[src/hw/rtl/tbt_pkg.sv]
// Shared types, widths and state encoding for the triangle tangent basis block.
`timescale 1ns / 1ps
package tbt_pkg;

   localparam int FIELD_W = 24;
   localparam int NFIELD  = 5;
   localparam int DIFF_W  = 25;
   localparam int MUL_W   = 32;
   localparam int PROD_W  = 64;
   localparam int RES_W   = 51;
   localparam int NORM_W  = 30;
   localparam int SQ_W    = 63;
   localparam int ROOT_W  = 31;
   localparam int REM_W   = 46;
   localparam int Q_W     = 15;
   localparam int OUT_W   = 16;
   localparam int NPROD   = 14;
   localparam int QBITS   = 14;

   typedef logic [NFIELD-1:0][FIELD_W-1:0] vertex_type;
   typedef logic [DIFF_W-1:0] diff_type;

   typedef struct packed {
      diff_type [2:0] e1;
      diff_type [2:0] e2;
      diff_type       d1u;
      diff_type       d1v;
      diff_type       d2u;
      diff_type       d2v;
   } job_type;

   typedef enum logic [3:0] {
      ST_IDLE,
      ST_MUL,
      ST_LOAD,
      ST_SHIFT,
      ST_SQR,
      ST_SQRT,
      ST_DSET,
      ST_DIV,
      ST_FIN
   } state_type;

endpackage

[src/hw/rtl/tbt_fifo.sv]
// Two-entry queue of triangle jobs between intake and compute.
`timescale 1ns / 1ps
module tbt_fifo (
   input  logic             clock,
   input  logic             reset,
   input  logic             push,
   input  tbt_pkg::job_type push_data,
   output logic             full,
   input  logic             pop,
   output logic             not_empty,
   output tbt_pkg::job_type pop_data
);

   tbt_pkg::job_type mem_ff [2];
   logic             wr_ff, rd_ff;
   logic [1:0]       count_ff;
   logic             do_push, do_pop;

   assign full      = (count_ff == 2'd2);
   assign not_empty = (count_ff != 2'd0);
   assign do_push   = push && !full;
   assign do_pop    = pop && not_empty;
   assign pop_data  = mem_ff[rd_ff];

   always_ff @(posedge clock) begin
      if (reset) begin
         wr_ff    <= 1'b0;
         rd_ff    <= 1'b0;
         count_ff <= 2'd0;
      end else begin
         if (do_push) begin
            wr_ff <= !wr_ff;
         end
         if (do_pop) begin
            rd_ff <= !rd_ff;
         end
         count_ff <= count_ff + {1'b0, do_push} - {1'b0, do_pop};
      end
   end

   always_ff @(posedge clock) begin
      if (do_push) begin
         mem_ff[wr_ff] <= push_data;
      end
   end

endmodule

[config.mk]
export PLATFORM = sky130hd
export DESIGN_NAME = tbt_fifo
export DESIGN_NICKNAME = d
export VERILOG_FILES = /design/src/hw/rtl/tbt_pkg.sv /design/src/hw/rtl/tbt_fifo.sv
export SDC_FILE = /design/constraint.sdc
export NUM_CORES = 1
export LEC_CHECK = 0
export BUFFER_PORTS_ARGS = -buffer_cell sky130_fd_sc_hd__buf_2
export CELL_PAD_IN_SITES_DETAIL_PLACEMENT = 1
export CELL_PAD_IN_SITES_GLOBAL_PLACEMENT = 2
export CORE_AREA = 2 2 237 239
export CTS_CLUSTER_DIAMETER = 60
export DETAILED_ROUTE_END_ITERATION = 7
export DIE_AREA = 0 0 239 241
export PLACE_DENSITY = 0.8
export SLEW_MARGIN = 10
export SYNTH_ARGS = -nofsm -noshare
export SYNTH_HDL_FRONTEND = slang
export SYNTH_SLANG_ARGS = --single-unit
[constraint.sdc]
create_clock -name clock -period 8.2 [get_ports clock]
set_clock_uncertainty 0.1 [all_clocks]
set_input_delay 2.05 -clock clock [delete_from_list [all_inputs] [get_ports clock]]
set_output_delay 2.05 -clock clock [all_outputs]
set_load 0.005 [all_outputs]
### Yosys cells after proc, flatten, opt, wreduce, memory -nomap -nowiden

Memories as Yosys holds them, arrays and structs flattened. A register that Yosys moved wholly into a read port is not among the register bits.
Index checks and enable logic that the tools add are counted.
Widths: inputs -> output; s select.

| cells by class | value |
|---|---|
| equality and inequality tests | 1 |
| reductions and logical operators | 6 |
| div/mod/pow operators | 0 |
| add/sub/neg operators | 2 |
| shifts and indexed selects | 0 |
| order comparisons | 0 |
| muxes and demuxes | 4 |
| bitwise operators | 0 |
| multiply operators | 0 |

Operators by type and width:

| cell | count |
|---|---|
| $mux 1 | 4 |
| $logic_not 1->1 | 3 |
| $add 2x1->2 | 1 |
| $eq 2x2->1 const B | 1 |
| $logic_and 1x1->1 | 2 |
| $reduce_bool 2->1 | 1 |
| $sub 2x1->2 | 1 |

| word-level totals | value |
|---|---|
| memory bits (writable) | 500 |
| latch bits | 0 |
| memories kept | 1 |
| bits of input ports | 254 |
| bits in registers | 4 |
| ROM bits | 0 |

Memory list:

| memory | words | width | rd ports | clocked after memory_dff | write ports | RTL line | source |
|---|---|---|---|---|---|---|---|
| mem_ff | 2 | 250 | 1 | 1 | 1 | tbt_fifo.sv:14 | `tbt_pkg::job_type mem_ff [2];` |

### Depth between registers and ports, before layout

| logic depth | value |
|---|---|
| word-level depth | 5 |
| depth in mapped cells | 8 |

### Worst setup path before layout

OpenSTA, ideal clock, no wires.

| timing | value |
|---|---|
| path kind | input to register |
| from | in push |
| to | mem mem_ff[1][0] (netlist bit) (enable) |
| library setup time | 0.644 ns |
| arrival time | 7.796 ns |
| stages | 1 |
| path buffers | 0 |
| slack | -0.340 ns |
| cell sequence | and3_1 |

| on the way | value |
|---|---|
| cells in the longest elaborated chain, start to end | 3 |

RTL lines:

| element | RTL line | source |
|---|---|---|
| start, declared | tbt_fifo.sv:6 | `input logic push,` |
| $logic_and 1x1->1 | tbt_fifo.sv:21 | `assign do_push = push && !full;` |
| $mux 1 | tbt_fifo.sv:42 | `if (do_push) begin` |
| $mux 1 (implied by the code) | tbt_fifo.sv:43 | `mem_ff[wr_ff] <= push_data;` |
| end, declared | tbt_fifo.sv:14 |  |

No other way between the ends.

==> flow_metrics.py <==
metrics = {
    "clock_tree": {
        "worst_skew_pair.late_latency_ns": 0.58,
        "cts_hold_buf": 0,
        "postCtsSetupBuffers": 0,
        "clk_pin_slew_ns": 0.06,
        "clockBufferDepth": 3,
        "htree_levels": 2,
        "cts_buffers": 55,
        "cts_sinks": 505,
        "ctsResizeCount": 0,
        "cts_tree": "built",
        "cts_root_buffer": "clkbuf_16",
    },
    "detailed_routing": {
        "ant_nets": 0,
        "dr_total_vias": 9368,
        "drc_errors": 0,
        "routed_wl_um": 43000,
        "wire_per_inst_um": 20.5,
        "dr.pass1.iters": 4,
        "viasPerCell": 4.47,
        "drt_first_iter_violations": 326,
    },
    "timing": {
        "rsz0062_at_grt": "no",
        "period_share": 0.568,
        "fin_setup_tns_ns": 0,
        "drv_slew": 0,
        "tightest_slew_ns": 1.10,
        "hold_viol": 0,
        "fin_crit_ns": 4.65,
        "worst_slack_ns": 3.55,
        "fmax_ghz": 0.215,
        "max-slew-margin-rel": 0.265,
        "setup_violations": 0,
    },
    "critical_path": {
        "critical_path.cell_chain": "buf_12 > mux2_4 > buf_2",
        "reg2reg_depth": 5,
        "cp.arrival_ns": 2.50,
        "crit_type": "flip-flop to output port",
        "cp.required_ns": 6.05,
        "crit_fanout": 119,
        "startpoint_type": "flip-flop",
        "slowest_delay_ns": 0.57,
        "endpoint_kind": "output port",
        "crit_slowest_cell": "dfxtp_4",
    },
    "synth": {
        "synth_top_area_frac": 0.786,
        "seq_area_frac_synth": 0.791,
        "synth_area_leaders": "edfxtp_1 (79%), mux2_4 (16%), mux2_2 (2.9%), buf_6 (1.2%), dfxtp_1 (0.52%)",
        "syn_area_mm2": 0.0191,
        "avgSynthCellArea_um2": 23.8,
        "yosysTopAreaCell": "edfxtp_1",
        "synth_seq_cells": 505,
        "synth_warnings": 0,
        "syn-num-nets": 1060,
        "synth_cell_types": 21,
        "synthCells": 804,
    },
    "pwr": {
        "vdd_drop_max_v": 0.000231,
        "p_per_area_mw_per_mm2": 311,
        "power.leakage_nw": 9.37,
    },
    "floorplan": {
        "initial_core_util": 0.348,
        "fp.dieH_um": 241,
        "fp-row-count": 86,
        "die-area_mm2": 0.0576,
        "die_w_um": 239,
        "pin_count": 506,
        "core_mm2": 0.0549,
    },
    "place": {
        "pre_cts_slack_ns": 3.64,
        "portBuffers": 505,
        "detailed_place_hpwl_um": 29000,
        "place_inst": 1992,
        "place_congestion": 0.753,
    },
    "global_routing": {
        "grt_pass1_wl_um": 62200,
        "track_usage": 0.142,
        "grt_pass1_vias": 10400,
        "antenna_found_initial": 8,
        "grt_start_max_net_pins": 143,
        "gr-total-overflow": 0,
    },
    "final_layout": {
        "layout_commonest_cell": "buf_2",
        "area_growth_pct": 26.8,
        "final_nets": 1601,
        "stdcell_count": 2094,
        "mostFrequentLayoutCells": "buf_2 (505), edfxtp_1 (500), mux2_4 (200)",
        "drive_above_1_share": 0.615,
    },
    "job": {
        "maxCapViolCount": 0,
    },
    "status": {
        "status": "finished clean",
    },
    "worst_hold_path": {
        "hold_class": "flip-flop to flip-flop",
        "whs_path_depth": 2,
    },
}
## metrics by stage
step / hold WS (ns) / power [W] / utilization / cell area [µm²]
after CTS: 0.407 / 0.00766 / 0.441 / 24200
after global routing: 0.446 / 0.00786 / 0.442 / 24200
after floorplan: 0.351 / 0.00446 / - / 19100
after detailed placement: 0.391 / 0.00504 / 0.407 / 22300
final: 0.411 / 0.00753 / 0.442 / 24200
after global placement: 0.383 / 0.00499 / 0.407 / 22300
## registers in the layout, summed over array words and instances (netlist names), named ones only
| signal | flops |
|---|---|
| count_ff | 2 |
| mem_ff | 500 |
| wr_ff | 1 |
| rd_ff | 1 |
## layout make-up
| class | instances | area (µm²) |
|---|---|---|
| Tap cell | 704 | 881 |
| Inverter | 4 | 22.5 |
| Timing Repair Buffer | 512 | 2620 |
| Clock inverter | 40 | 504 |
| Fill cell | 5355 | 30600 |
| Sequential cell | 505 | 15100 |
| Clock buffer | 60 | 1400 |
| Antenna cell | 2 | 5.00 |
| Multi-Input combinational cell | 267 | 3690 |
## report_power, final
part           switching [W]  internal [W]
combinational       0.000781      0.000882
clock               0.000997       0.00158
sequential         0.0000900       0.00321
## layer usage
metal	wire length, µm	track usage
met3	3620	0.0519
met4	1070	0.0500
met1	16000	0.160
met5	70	0
met2	22200	0.249
## cells by family (layout without fill, tap and decap cells)
kind of cell / Yosys count / count (layout) / synth area share
adders and majority gates: 2 / 2 / 0.00131
and+or+nand+nor: 9 / 9 / 0.00242
DFF: 505 / 505 / 0.791
AOI/OAI and AO/OA: 3 / 3 / 0.000917
xor gates and xnor gates: 3 / 3 / 0.00138
buffers and inverters: 32 / 616 / 0.0160
other: 0 / 2 / 0
muxes: 250 / 250 / 0.187
## synth_stat cells (all sizes together)
cell / instances
edfxtp: 500
mux2: 250
buf: 28
dfxtp: 5
inv: 4
nor2: 3
ha: 2
xnor2: 2
a21oi: 1
and3: 1
nand2: 1
nand2b: 1
nor2b: 1
o21a: 1
o21ai: 1
or2: 1
or3: 1
xor2: 1
## worst max-delay path, delay by kind of cell, from the launching register on
family | cells | cell delay [ns]
buffers and inverters | 2 | 0.62
flip-flops | 1 | 0.57
multiplexers | 1 | 0.36
## worst paths after layout
check / end / from / slack, ns
hold / removal: wr_ff$_SDFFE_PP0N_ / wr_ff$_SDFFE_PP0N_ / 0.41
hold reg to reg: wr_ff$_SDFFE_PP0N_ / wr_ff$_SDFFE_PP0N_ / 0.41
setup reg to reg: mem_ff[0][194]$_DFFE_PP_ / count_ff[0]$_SDFF_PP0_ / 5.29
setup / recovery: pop_data[130] / flip-flop / 3.55
(Power assumes the default switching activity.)
