--- src/hw/rtl/tbt_pkg.sv ---
// Shared types, widths and state encoding for the triangle tangent basis block.
`timescale 1ns / 1ps
package tbt_pkg;

   localparam int FIELD_W = 24;
   localparam int NFIELD  = 5;
   localparam int DIFF_W  = 25;
   localparam int MUL_W   = 32;
   localparam int PROD_W  = 64;
   localparam int RES_W   = 51;
   localparam int NORM_W  = 30;
   localparam int SQ_W    = 63;
   localparam int ROOT_W  = 31;
   localparam int REM_W   = 46;
   localparam int Q_W     = 15;
   localparam int OUT_W   = 16;
   localparam int NPROD   = 14;
   localparam int QBITS   = 14;

   typedef logic [NFIELD-1:0][FIELD_W-1:0] vertex_type;
   typedef logic [DIFF_W-1:0] diff_type;

   typedef struct packed {
      diff_type [2:0] e1;
      diff_type [2:0] e2;
      diff_type       d1u;
      diff_type       d1v;
      diff_type       d2u;
      diff_type       d2v;
   } job_type;

   typedef enum logic [3:0] {
      ST_IDLE,
      ST_MUL,
      ST_LOAD,
      ST_SHIFT,
      ST_SQR,
      ST_SQRT,
      ST_DSET,
      ST_DIV,
      ST_FIN
   } state_type;

endpackage

--- src/hw/rtl/tbt_front.sv ---
// Vertex intake: holds two vertices and forms edge and UV deltas on the third.
`timescale 1ns / 1ps
module tbt_front (
   input  logic                clock,
   input  logic                reset,
   input  logic                req_tvalid,
   output logic                req_tready,
   input  tbt_pkg::vertex_type vert,
   output logic                job_valid,
   input  logic                job_ready,
   output tbt_pkg::job_type    job
);

   logic [1:0]         phase_ff, phase_in;
   tbt_pkg::vertex_type va_ff, vb_ff;
   logic               take;
   logic               third;

   assign third      = (phase_ff == 2'd2);
   assign req_tready = !third || job_ready;
   assign take       = req_tvalid && req_tready;
   assign job_valid  = req_tvalid && third;

   function automatic tbt_pkg::diff_type sub24(input logic [tbt_pkg::FIELD_W-1:0] x,
                                               input logic [tbt_pkg::FIELD_W-1:0] y);
      sub24 = {x[tbt_pkg::FIELD_W-1], x} - {y[tbt_pkg::FIELD_W-1], y};
   endfunction

   always_comb begin
      for (int i = 0; i < 3; i++) begin
         job.e1[i] = sub24(vb_ff[i], va_ff[i]);
         job.e2[i] = sub24(vert[i], va_ff[i]);
      end
      job.d1u = sub24(vb_ff[3], va_ff[3]);
      job.d1v = sub24(vb_ff[4], va_ff[4]);
      job.d2u = sub24(vert[3], va_ff[3]);
      job.d2v = sub24(vert[4], va_ff[4]);
   end

   always_comb begin
      phase_in = phase_ff;
      if (take) begin
         case (phase_ff)
            2'd1:    phase_in = 2'd2;
            2'd2:    phase_in = 2'd0;
            default: phase_in = 2'd1;
         endcase
      end
   end

   always_ff @(posedge clock) begin
      if (reset) begin
         phase_ff <= 2'd0;
      end else begin
         phase_ff <= phase_in;
      end
   end

   always_ff @(posedge clock) begin
      if (take && phase_ff == 2'd1) begin
         vb_ff <= vert;
      end else if (take && !third) begin
         va_ff <= vert;
      end
   end

endmodule

--- config.mk ---
export PLATFORM = sky130hd
export DESIGN_NAME = tbt_front
export DESIGN_NICKNAME = d
export VERILOG_FILES = /design/src/hw/rtl/tbt_pkg.sv /design/src/hw/rtl/tbt_front.sv
export SDC_FILE = /design/constraint.sdc
export NUM_CORES = 1
export LEC_CHECK = 0
export CORE_UTILIZATION = 30
export DETAILED_ROUTE_END_ITERATION = 6
export DONT_BUFFER_PORTS = 1
export SYNTH_ARGS = -nofsm -noshare
export SYNTH_HDL_FRONTEND = slang
export SYNTH_SLANG_ARGS = --single-unit
export TNS_END_PERCENT = 10
--- constraint.sdc ---
create_clock -name clock -period 14.84 [get_ports clock]
set_input_delay 2.226 -clock clock [delete_from_list [all_inputs] [get_ports clock]]
set_output_delay 2.226 -clock clock [all_outputs]
set_load 0.05 [all_outputs]
Word level (Yosys, flattened, before mapping)
Cells that the tools add are included.
{"block": "totals", "ff_bits": 242, "latch_bits": 0, "ram_bits": 0, "rom_bits": 0, "input_bits": 124, "out_inout_bits": 252, "elab_cells": 32, "mem_count": 0}
{"block": "op_classes", "add_sub_neg": 10, "mul": 0, "div_mod_pow": 0, "magnitude_cmp": 0, "eq_ne": 2, "shifts": 0, "muxes": 1, "bitwise_logic": 1, "reduce_logical": 7}
{"cell": "$sub A24 B24 Y25", "n": 10}
{"cell": "$logic_and A1 B1 Y1", "n": 4}
{"cell": "$pmux W2 S2", "n": 1}
{"cell": "$eq A2 B1 Y1 const B", "n": 1}
{"cell": "$eq A2 B2 Y1 const B", "n": 1}
{"cell": "$reduce_and A2 Y1", "n": 1}
{"cell": "$logic_not A1 Y1", "n": 1}
{"cell": "$logic_or A1 B1 Y1", "n": 1}
{"cell": "$not A1 Y1", "n": 1}

Depth between registers and ports, before layout
Gate-level depths: netlist of run 1.
{"block": "logic_depth", "word_depth": 7, "ltp_mapped": 12, "ltp_nobuf": 12}

Least setup slack after synthesis of run 1
No wires, ideal clock.
{"block": "synth_timing", "kind": "input to register", "start": "input req_tvalid", "end": "register va_ff[0] (netlist bit), enable pin", "setup_time_ns": 0.770, "t_arrival_ns": 10.814, "required_time_ns": 14.070, "setup_slack_ns": 3.256, "path_stages": 1, "path_buffers": 0, "cell_sequence": "nor3b_1"}
{"block": "synth_between", "elab_chain_cells": 4, "elab_cells_between_ends": 5, "classes_between": "1 x bitwise; 4 x reduce/logical"}
{"item": "from (decl)", "line_no": "tbt_front.sv:6", "rtl": "input logic req_tvalid,"}
{"item": "$logic_and A1 B1 Y1 (*)", "line_no": "tbt_front.sv:21", "rtl": "assign take = req_tvalid && req_tready;"}
{"item": "$logic_and A1 B1 Y1", "line_no": "tbt_front.sv:60", "rtl": "if (take && phase_ff == 2'd1) begin"}
{"item": "$not A1 Y1 (no source line)"}
{"item": "$reduce_and A2 Y1 (no source line) (*)"}
{"item": "to (signal assigned)", "line_no": "tbt_front.sv:63", "rtl": "va_ff <= vert;"}
{"item": "to (decl)", "line_no": "tbt_front.sv:15", "rtl": "tbt_pkg::vertex_type va_ff, vb_ff;"}
Mark *: on every way between the ends. The rest lies on a longest branch, timed or not.
A chain may end at the register's enable or synchronous reset.

==> flow_summary.json, run 1 <==
{
  "synth_ff_type": "edfxtp_1",
  "fillers": 6425,
  "cts_buffers": 34,
  "grt_pass1_wl_um": 80180,
  "synth-seq-cells": 242,
  "relSlewSlack": 0.1151,
  "crit_buf_inv": 1,
  "rows": 92,
  "crit_type": "in2out",
  "cp-end-kind": "output pin",
  "grt_max_degree": 121,
  "seq_area_frac_synth": 0.3780,
  "fmax_ghz": 0.1252,
  "htreeDepth": 2,
  "crit_fanout": 3,
  "start_util": 0.3039,
  "synth_edf_count": 240,
  "cp_top_family": "compound AO/OA/AOI/OAI gates",
  "ir_drop_uv": 77.06,
  "clkTransAtPathRegs_ps": 50,
  "yosys_warnings": 0,
  "hpwl_um": 43440,
  "gp_congestion": 0.9295,
  "post-route-drc-count": 0,
  "clkLatencyLatePin_ps": 530,
  "slew_viol_final": 0,
  "p_per_area_nw_per_um2": 133.2,
  "boundaryPins": 376,
  "syn_avg_cell_area_um2": 9.687,
  "path_cells": "inv_1 > ha_1 > fa_1 > nor2b_1 > o21ai_0 > a211oi_1 > nor3_1 > o31ai_1 > o211ai_1 > a21boi_0 > nor2_1 > xnor2_1",
  "slowest_stage": "xnor2_1",
  "drt-initial-drc-count": 714,
  "synthesis.nets": 2355,
  "yosysTopAreaCell": "edfxtp_1",
  "grt_usage": 0.1584,
  "clock-sinks": 242,
  "grt_pass1_vias": 14460,
  "cap_violations": 0,
  "diodes": 0,
  "critical_path_arrival_ps": 5760,
  "critPathRequiredTime_ps": 12610,
  "report.final.hold_viol_count": 0,
  "netlist.area_leader.share": 0.3760,
  "status": "complete, no violations",
  "final_net_count": 2451,
  "synth_cells": 1979,
  "drtPass1Iterations": 5,
  "synth.most_common_cell": "ha_1",
  "setup_viol_count_final": 0,
  "cts.path.max_buffers": 3,
  "period_needed_ps": 7990,
  "io_buffers": 0,
  "die_y_um": 254.8,
  "crit_path_max_incr_delay_ps": 850,
  "rsz0062_at_grt": "false",
  "synthTopCellsByCount": "ha_1, edfxtp_1, inv_1, a21oi_1, xnor2_1",
  "critPathLaunchType": "input port",
  "root_buffer": "clkbuf_16",
  "die_x_um": 254.8,
  "grt.overflow.total": 0,
  "drive_above_1_share": 0.07384,
  "hold_path_class": "reg2reg",
  "ys_top_cells_by_area": "edfxtp_1, ha_1, xnor2_1",
  "post-route-period-util": 0.5384,
  "fp.coreArea_um2": 63080,
  "postLayoutSetupSlackWorst_ps": 6850,
  "die_area_um2": 64910,
  "wl_per_cell_um": 18.33,
  "mappedNetlistArea_um2": 19170,
  "synth_cell_types": 67,
  "tns_ps": 0,
  "ctsResizeCount": 0,
  "vias": 15050,
  "postCtsSetupRepairBufs": 0,
  "wirelength_um": 53990,
  "dp_slack_ps": 6792,
  "cts_tree": "done",
  "cts_hold_buf": 0,
  "via_per_inst": 5.109,
  "antenna_left": 0,
  "antenna_found_initial": 0,
  "p_leak_nw": 9.384,
  "async_flop_share": 0,
  "tightest_slew_ps": 1318,
  "skew_ps": 24.98,
  "area_growth_pct": 14.18
}
==> power breakdown <==
part           leakage, nW  internal, W  switching (W)
Clock                0.521     0.000484       0.000307
Combinational         6.60     0.000320       0.000993
Sequential            2.26     0.000802      0.0000109
Total                 9.38      0.00161        0.00131
==> worst register-to-register path: stages, from the launching register on <==
cell	delay, ps
dfxtp_1	360
inv_1	60
ha_1	240
nand2b_1	490
and3_4	580
buf_4	710
==> routing by layer <==
metal  up-vias  wire (um)  track usage
met5         -          0            0
met2       374      25820       0.2704
met3       114       3973      0.05042
met1      7126      21880       0.1804
li1       7431          -            -
met4         0       2319      0.06980
==> area by class of cell <==
type                       instances  area, um^2  share of cell area
multi-input combinational       1511       11140              0.5089
sequential                       242        7247              0.3311
tap                              846        1059             0.04836
clock buffer                      43       905.9             0.04139
inverter                         210       788.3             0.03601
timing repair buffer              76       586.8             0.02681
clock inverter                    17       162.7            0.007431
==> cells in the final DEF, fill, tap and decap left out, drive strengths merged, types with 13 or more instances in the layout <==
master / netlist / routed
ha: 242 / 242
edfxtp: 240 / 240
inv: 210 / 212
a21oi: 150 / 150
xnor2: 136 / 136
nor2: 130 / 130
o21ai: 120 / 120
nand2: 110 / 110
a21o: 100 / 100
buf: 0 / 76
nor2b: 53 / 53
xor2: 48 / 48
nand3: 43 / 43
clkbuf: 16 / 43
o21a: 41 / 41
nor3: 38 / 38
a31oi: 26 / 26
nand2b: 24 / 24
o21bai: 22 / 22
a211oi: 19 / 19
and3: 18 / 18
a21boi: 18 / 18
or3: 14 / 14
nand4: 14 / 14
o211ai: 13 / 13
==> path summary, 6_finish.rpt <==
path	start	slack, ps	end	depth (start not counted)
max reg2reg	phase_ff[0]	11960	vb_ff[101]	5
max	vert[48]	6850	job[172]	12
min	phase_ff[0]	490	phase_ff[0]	2
min reg2reg	phase_ff[0]	490	phase_ff[0]	2
==> state kept, by name, indices dropped and copies added, names as in the netlist <==
signal,flops
phase_ff,2
va_ff,120
vb_ff,120
==> cell families (layout without fill, tap and decap cells) <==
| kind of cell | after synthesis | count (layout) | share of synthesized area |
|---|---|---|---|
| adder cells (fa/ha/maj) | 252 | 252 | 0.1684 |
| AO/OA/AOI/OAI | 579 | 579 | 0.1961 |
| AND/OR/NAND/NOR | 490 | 490 | 0.1260 |
| buffers and inverters | 226 | 346 | 0.04425 |
| multiplexers | 6 | 6 | 0.003198 |
| XOR/XNOR | 184 | 184 | 0.08407 |
| flip-flops | 242 | 242 | 0.3780 |
==> through the flow <==
stage          area [um^2]    util  hold WS [ps]  total power [W]  cells
6_report             21890  0.3470         485.6         0.002916   2945
5_1_grt              21890  0.3470         504.0         0.003048   2945
4_1_cts              21890  0.3470         491.0         0.002951   2945
3_5_place_dp         20820  0.3301         481.8         0.002141   2885
3_3_place_gp         20820  0.3301         456.1         0.002129   2885
2_1_floorplan        19170       -         447.6         0.001887   1979
Note: power is estimated with default switching activity, not from simulation.
==> inputs of run 2 (changes only) <==
==> constraint.sdc (replaced) <==
create_clock -name clock -period 7.6 [get_ports clock]
set_input_delay 1.14 -clock clock [delete_from_list [all_inputs] [get_ports clock]]
set_output_delay 1.14 -clock clock [all_outputs]
set_load 0.05 [all_outputs]
==> run 2 against run 1 <==
Against the previous run:
- worst hold slack lost 12 ps
- final area shrank 0.30%
- power grew 94%
- clock skew shrank 4.6 ps
- largest cell class unchanged
- largest power group unchanged
==> flow_summary.json, run 2 (synthesis results as in run 1) <==
{
  "via_per_inst": 5.144,
  "drtPass1Iterations": 5,
  "diodes": 0,
  "largestRegisters": "va_ff x120, vb_ff x120, phase_ff x2",
  "post-route-period-util": 0.7733,
  "relSlewSlack": 0.08397,
  "antenna_found_initial": 0,
  "post-route-drc-count": 0,
  "clkPwrFrac": 0.265,
  "rows": 92,
  "cts_hold_buf": 0,
  "tightest_slew_ps": 1364,
  "clkLatencyLatePin_ps": 590,
  "crit_type": "reg2out",
  "startpoint": "va_ff[48]",
  "fillers": 6335,
  "p_sw_w": 0.002547,
  "cts.path.max_buffers": 3,
  "r2r-end": "vb_ff[103]",
  "gp_congestion": 0.8921,
  "critical_path_arrival_ps": 4740,
  "crit_fanout": 4,
  "critPathRequiredTime_ps": 6460,
  "report.final.hold_viol_count": 0,
  "hpwl_um": 43270,
  "grt.overflow.total": 0,
  "power_w": 0.005647,
  "p_leak_nw": 9.341,
  "area_growth_pct": 13.84,
  "fmax_ghz": 0.1702,
  "final_common_cell": "ha_1",
  "wl_per_cell_um": 18.32,
  "final_net_count": 2446,
  "p_per_area_nw_per_um2": 258.8,
  "fp.coreArea_um2": 63080,
  "cts_tree": "done",
  "die_y_um": 254.8,
  "hold_path_depth": 2,
  "boundaryPins": 376,
  "layout_common_cells": "ha_1, edfxtp_1, inv_1",
  "cap_violations": 0,
  "cp-end-kind": "output pin",
  "drive_above_1_share": 0.07170,
  "antenna_left": 0,
  "postCtsSetupRepairBufs": 0,
  "critPathLaunchType": "register",
  "skew_ps": 20.39,
  "status": "complete, no violations",
  "slew_viol_final": 0,
  "die_x_um": 254.8,
  "switching_share": 0.4511,
  "vias": 15110,
  "timing.rr.start": "phase_ff[0]",
  "wirelength_um": 53830,
  "ctsResizeCount": 0,
  "tns_ps": 0,
  "cts_buffers": 31,
  "combPwrFrac": 0.454,
  "seqPwrFrac": 0.281,
  "clock-sinks": 242,
  "htreeDepth": 1,
  "internal_power_w": 0.003100,
  "worstHoldStart": "phase_ff[0]",
  "period_needed_ps": 5877,
  "rrSetupSlack_ps": 4710,
  "drt-initial-drc-count": 713,
  "ir_drop_uv": 192.5,
  "io_buffers": 0,
  "rr_worst_depth": 5,
  "root_buffer": "clkbuf_16",
  "setup_viol_count_final": 0,
  "grt_usage": 0.1581,
  "die_area_um2": 64910,
  "clkTransAtPathRegs_ps": 60,
  "grt_pass1_wl_um": 81100,
  "hold_path_class": "reg2reg",
  "grt_max_degree": 121,
  "rsz0062_at_grt": "false",
  "grt_pass1_vias": 14520,
  "start_util": 0.3039,
  "min_to": "phase_ff[0]"
}
==> run 2: changes by cell type in the layout (fill, tap and decap cells not counted) <==
cell / change
buf_4: -2
xnor2_2: -1
xnor2_1: +1
bufinv_16: +2
clkbuf_16: -4
nor3b_4: +1
nor3b_2: -1
clkbuf_1: -1
clkinv_1: -2
clkinvlp_4: +1
clkinv_2: -1
==> run 2: power groups by stage <==
| stage | combinational (W) | sequential [W] | clock [W] |
|---|---|---|---|
| CTS | 0.00257 | 0.00159 | 0.00155 |
| global placement | 0.00254 | 0.00161 | 0 |
| global route | 0.00272 | 0.00159 | 0.00158 |
| detailed placement | 0.00256 | 0.00161 | 0 |
| finish | 0.00256 | 0.00159 | 0.00150 |
| floorplan | 0.00206 | 0.00162 | 0 |
==> run 2: critical path, stage by stage, from the launching register on <==
cell and delay (ps):
edfxtp_1 390, ha_1 260, fa_1 430, nor2b_1 130, o21ai_0 110, a21boi_0 340
o211ai_1 200, a21oi_1 300, nor4_1 140, nor4_1 710, a31oi_1 210, xnor2_1 920
==> run 2: layout make-up <==
type                       instances  area [um^2]  share of cell area
multi-input combinational       1511        11140              0.5104
sequential                       242         7247              0.3321
timing repair buffer              74        571.8             0.02620
inverter                         210        788.3             0.03612
clock buffer                      38        802.0             0.03675
clock inverter                    17        217.7            0.009976
tap                              846         1059             0.04850
==> run 2: worst max-delay path by stage <==
stage	endpoint	slack (ps)	depth (start not counted)
floorplan	va_ff[0]	1350	1
global placement	job[172]	1790	12
detailed placement	job[172]	1850	12
CTS	job[245]	1720	11
global route	job[245]	1360	11
finish	job[245]	1720	11
==> run 2: routing by layer <==
metal  track usage  wire [um]
met1        0.1902      22330
met3       0.03950       3684
met5             0          0
met2        0.2715      26020
met4       0.05749       1798
==> run 2: per-stage QoR <==
step                instance area (um^2)  setup WS (ps)  cells  utilization  hold WS (ps)
CTS                                21820           1715   2938       0.3460         475.4
global route                       21820           1359   2938       0.3460         508.4
finish                             21820           1723   2938       0.3460         473.5
detailed placement                 20800           1848   2883       0.3298         468.4
floorplan                          19170           1351   1979            -         447.6
global placement                   20800           1794   2883       0.3298         456.7
==> inputs of run 3 (changes only) <==
==> constraint.sdc (replaced) <==
create_clock -name clock -period 5.6 [get_ports clock]
set_input_delay 0.84 -clock clock [delete_from_list [all_inputs] [get_ports clock]]
set_output_delay 0.84 -clock clock [all_outputs]
set_load 0.05 [all_outputs]
==> run 3 against run 2 <==
Against the previous run:
- via count grew 1.1%
- combinational power up 41%
- non-clock buffer count rose by 54
- flip-flop and latch count stayed put
- register-to-register slack worse by 1600 ps
- clock-buffer cell count fell by 6
- power grew 39%
- utilization up 0.74 points
- die area is the same
- clock skew is 8.5 ps lower
- sequential share of layout area shrank 0.70 points
- final area increased by 2.1%
==> flow_summary.json, run 3 (synthesis results as in run 1) <==
{
  "status": "complete, no violations",
  "final_cells": 2991,
  "wirelength_um": 53040,
  "cts_hold_buf": 0,
  "critical_path_arrival_ps": 4220,
  "vias": 15280,
  "start_util": 0.3039,
  "tns_ps": 0,
  "hold_path_class": "in2reg",
  "relSlewSlack": 0.08336,
  "clkLatencyLatePin_ps": 580,
  "drtPass1Iterations": 5,
  "clkTransAtPathRegs_ps": 50,
  "grt_pass1_vias": 14620,
  "crit_fanout": 4,
  "switching_share": 0.4405,
  "die_area_um2": 64910,
  "seqPwrFrac": 0.273,
  "combPwrFrac": 0.458,
  "clkPwrFrac": 0.269,
  "hpwl_um": 42380,
  "postLayoutSetupSlackWorst_ps": 535.5,
  "layout_common_cells": "ha_1, edfxtp_1, inv_1",
  "rrSetupSlack_ps": 3130,
  "drive_above_1_share": 0.09697,
  "crit_type": "reg2out",
  "rr_worst_depth": 5,
  "antenna_left": 0,
  "cp-end-kind": "output pin",
  "root_buffer": "clkbuf_16",
  "slew_viol_final": 0,
  "post-route-period-util": 0.9044,
  "slowest_stage": "nor4_1",
  "report.final.hold_viol_count": 0,
  "io_buffers": 0,
  "period_needed_ps": 5065,
  "critPathRequiredTime_ps": 4760,
  "post-route-drc-count": 0,
  "grt.overflow.total": 0,
  "rows": 92,
  "boundaryPins": 376,
  "internal_power_w": 0.004407,
  "area_growth_pct": 16.28,
  "fp.coreArea_um2": 63080,
  "dp.cells": 2937,
  "htreeDepth": 1,
  "crit_top_cell": "nor4_1",
  "final_common_cell": "ha_1",
  "cts.path.max_buffers": 3,
  "cp_top_family": "compound AO/OA/AOI/OAI gates",
  "clock-sinks": 242,
  "cts_buffers": 30,
  "tightest_slew_ps": 1365,
  "p_per_area_nw_per_um2": 353.4,
  "largestRegisters": "va_ff x120, vb_ff x120, phase_ff x2",
  "ctsResizeCount": 0,
  "setup_viol_count_final": 0,
  "crit_buf_inv": 1,
  "postCtsSetupRepairBufs": 0,
  "wl_per_cell_um": 17.73,
  "cap_violations": 0,
  "grt_max_degree": 122,
  "final_net_count": 2499,
  "antenna_found_initial": 0,
  "holdWs_ps": 332.0,
  "ir_drop_uv": 245.8,
  "drt-initial-drc-count": 962,
  "grt_usage": 0.1553,
  "fmax_ghz": 0.1975,
  "timing.rr.start": "phase_ff[0]",
  "path_cells": "ha_1 > fa_1 > nor2b_1 > o21ai_0 > a21boi_0 > o211ai_1 > a21oi_1 > nor4_1 > nor4_1 > a31oi_1 > xnor2_1 > buf_4",
  "p_leak_nw": 9.629,
  "diodes": 0,
  "startpoint": "va_ff[48]",
  "gp_congestion": 0.9089,
  "p_sw_w": 0.003470,
  "die_y_um": 254.8,
  "die_x_um": 254.8,
  "cts_tree": "done",
  "path_depth": 12,
  "rsz0062_at_grt": "false",
  "grt_pass1_wl_um": 80590,
  "dp_slack_ps": 895.7,
  "crit_path_max_incr_delay_ps": 730,
  "skew_ps": 11.85,
  "critPathLaunchType": "register",
  "crit_end": "job[245]",
  "via_per_inst": 5.108,
  "r2r-end": "vb_ff[10]"
}
[run 3: changes by cell type in the layout (fill, tap and decap cells not counted)]
cell	before	now
bufinv_16	5	7
buf_6	1	0
clkbuf_1	7	1
inv_6	2	1
clkinv_2	4	5
clkinv_1	4	5
buf_4	72	126
clkinvlp_4	2	3
buf_12	1	2
clkinv_4	0	1
[run 3: area by class of cell]
class | count | area [um^2]
clock buffer | 32 | 779.5
clock inverter | 22 | 294.0
fill | 6342 | 40790
inverter | 210 | 788.3
multi-input combinational | 1511 | 11140
sequential | 242 | 7247
tap | 846 | 1059
timing repair buffer | 128 | 985.9
[run 3: worst min path at each step]
stage,from,to,slack (ps),cells past startpoint
final,reset,phase_ff[0],330,1
after detailed placement,phase_ff[0],phase_ff[0],480,2
after global routing,reset,phase_ff[1],310,1
after global placement,phase_ff[0],phase_ff[0],460,2
after CTS,reset,phase_ff[0],290,1
after floorplan,phase_ff[0],phase_ff[0],450,2
[run 3: power groups by stage]
stage                     Combinational [W]  Sequential (W)  Clock (W)
after floorplan                     0.00280         0.00219          0
after global placement              0.00357         0.00219          0
after detailed placement            0.00360         0.00219          0
after CTS                           0.00362         0.00215    0.00218
after global routing                0.00382         0.00216    0.00223
final                               0.00361         0.00215    0.00212
[run 3: per-stage QoR]
| stage | util | area (um^2) | total power [W] |
|---|---|---|---|
| 6_report | 0.3534 | 22290 | 0.007877 |
| 5_1_grt | 0.3534 | 22290 | 0.008212 |
| 4_1_cts | 0.3534 | 22290 | 0.007952 |
| 3_5_place_dp | 0.3364 | 21220 | 0.005791 |
| 3_3_place_gp | 0.3364 | 21220 | 0.005762 |
| 2_1_floorplan | - | 19180 | 0.004988 |
[run 3: metal layers]
| metal | track usage | routed length (um) | vias to the layer above |
|---|---|---|---|
| li1 | - | - | 7529 |
| met1 | 0.1873 | 22140 | 7256 |
| met2 | 0.2745 | 26210 | 405 |
| met3 | 0.02919 | 3035 | 87 |
| met4 | 0.05372 | 1650 | 0 |
| met5 | 0 | 0 | - |
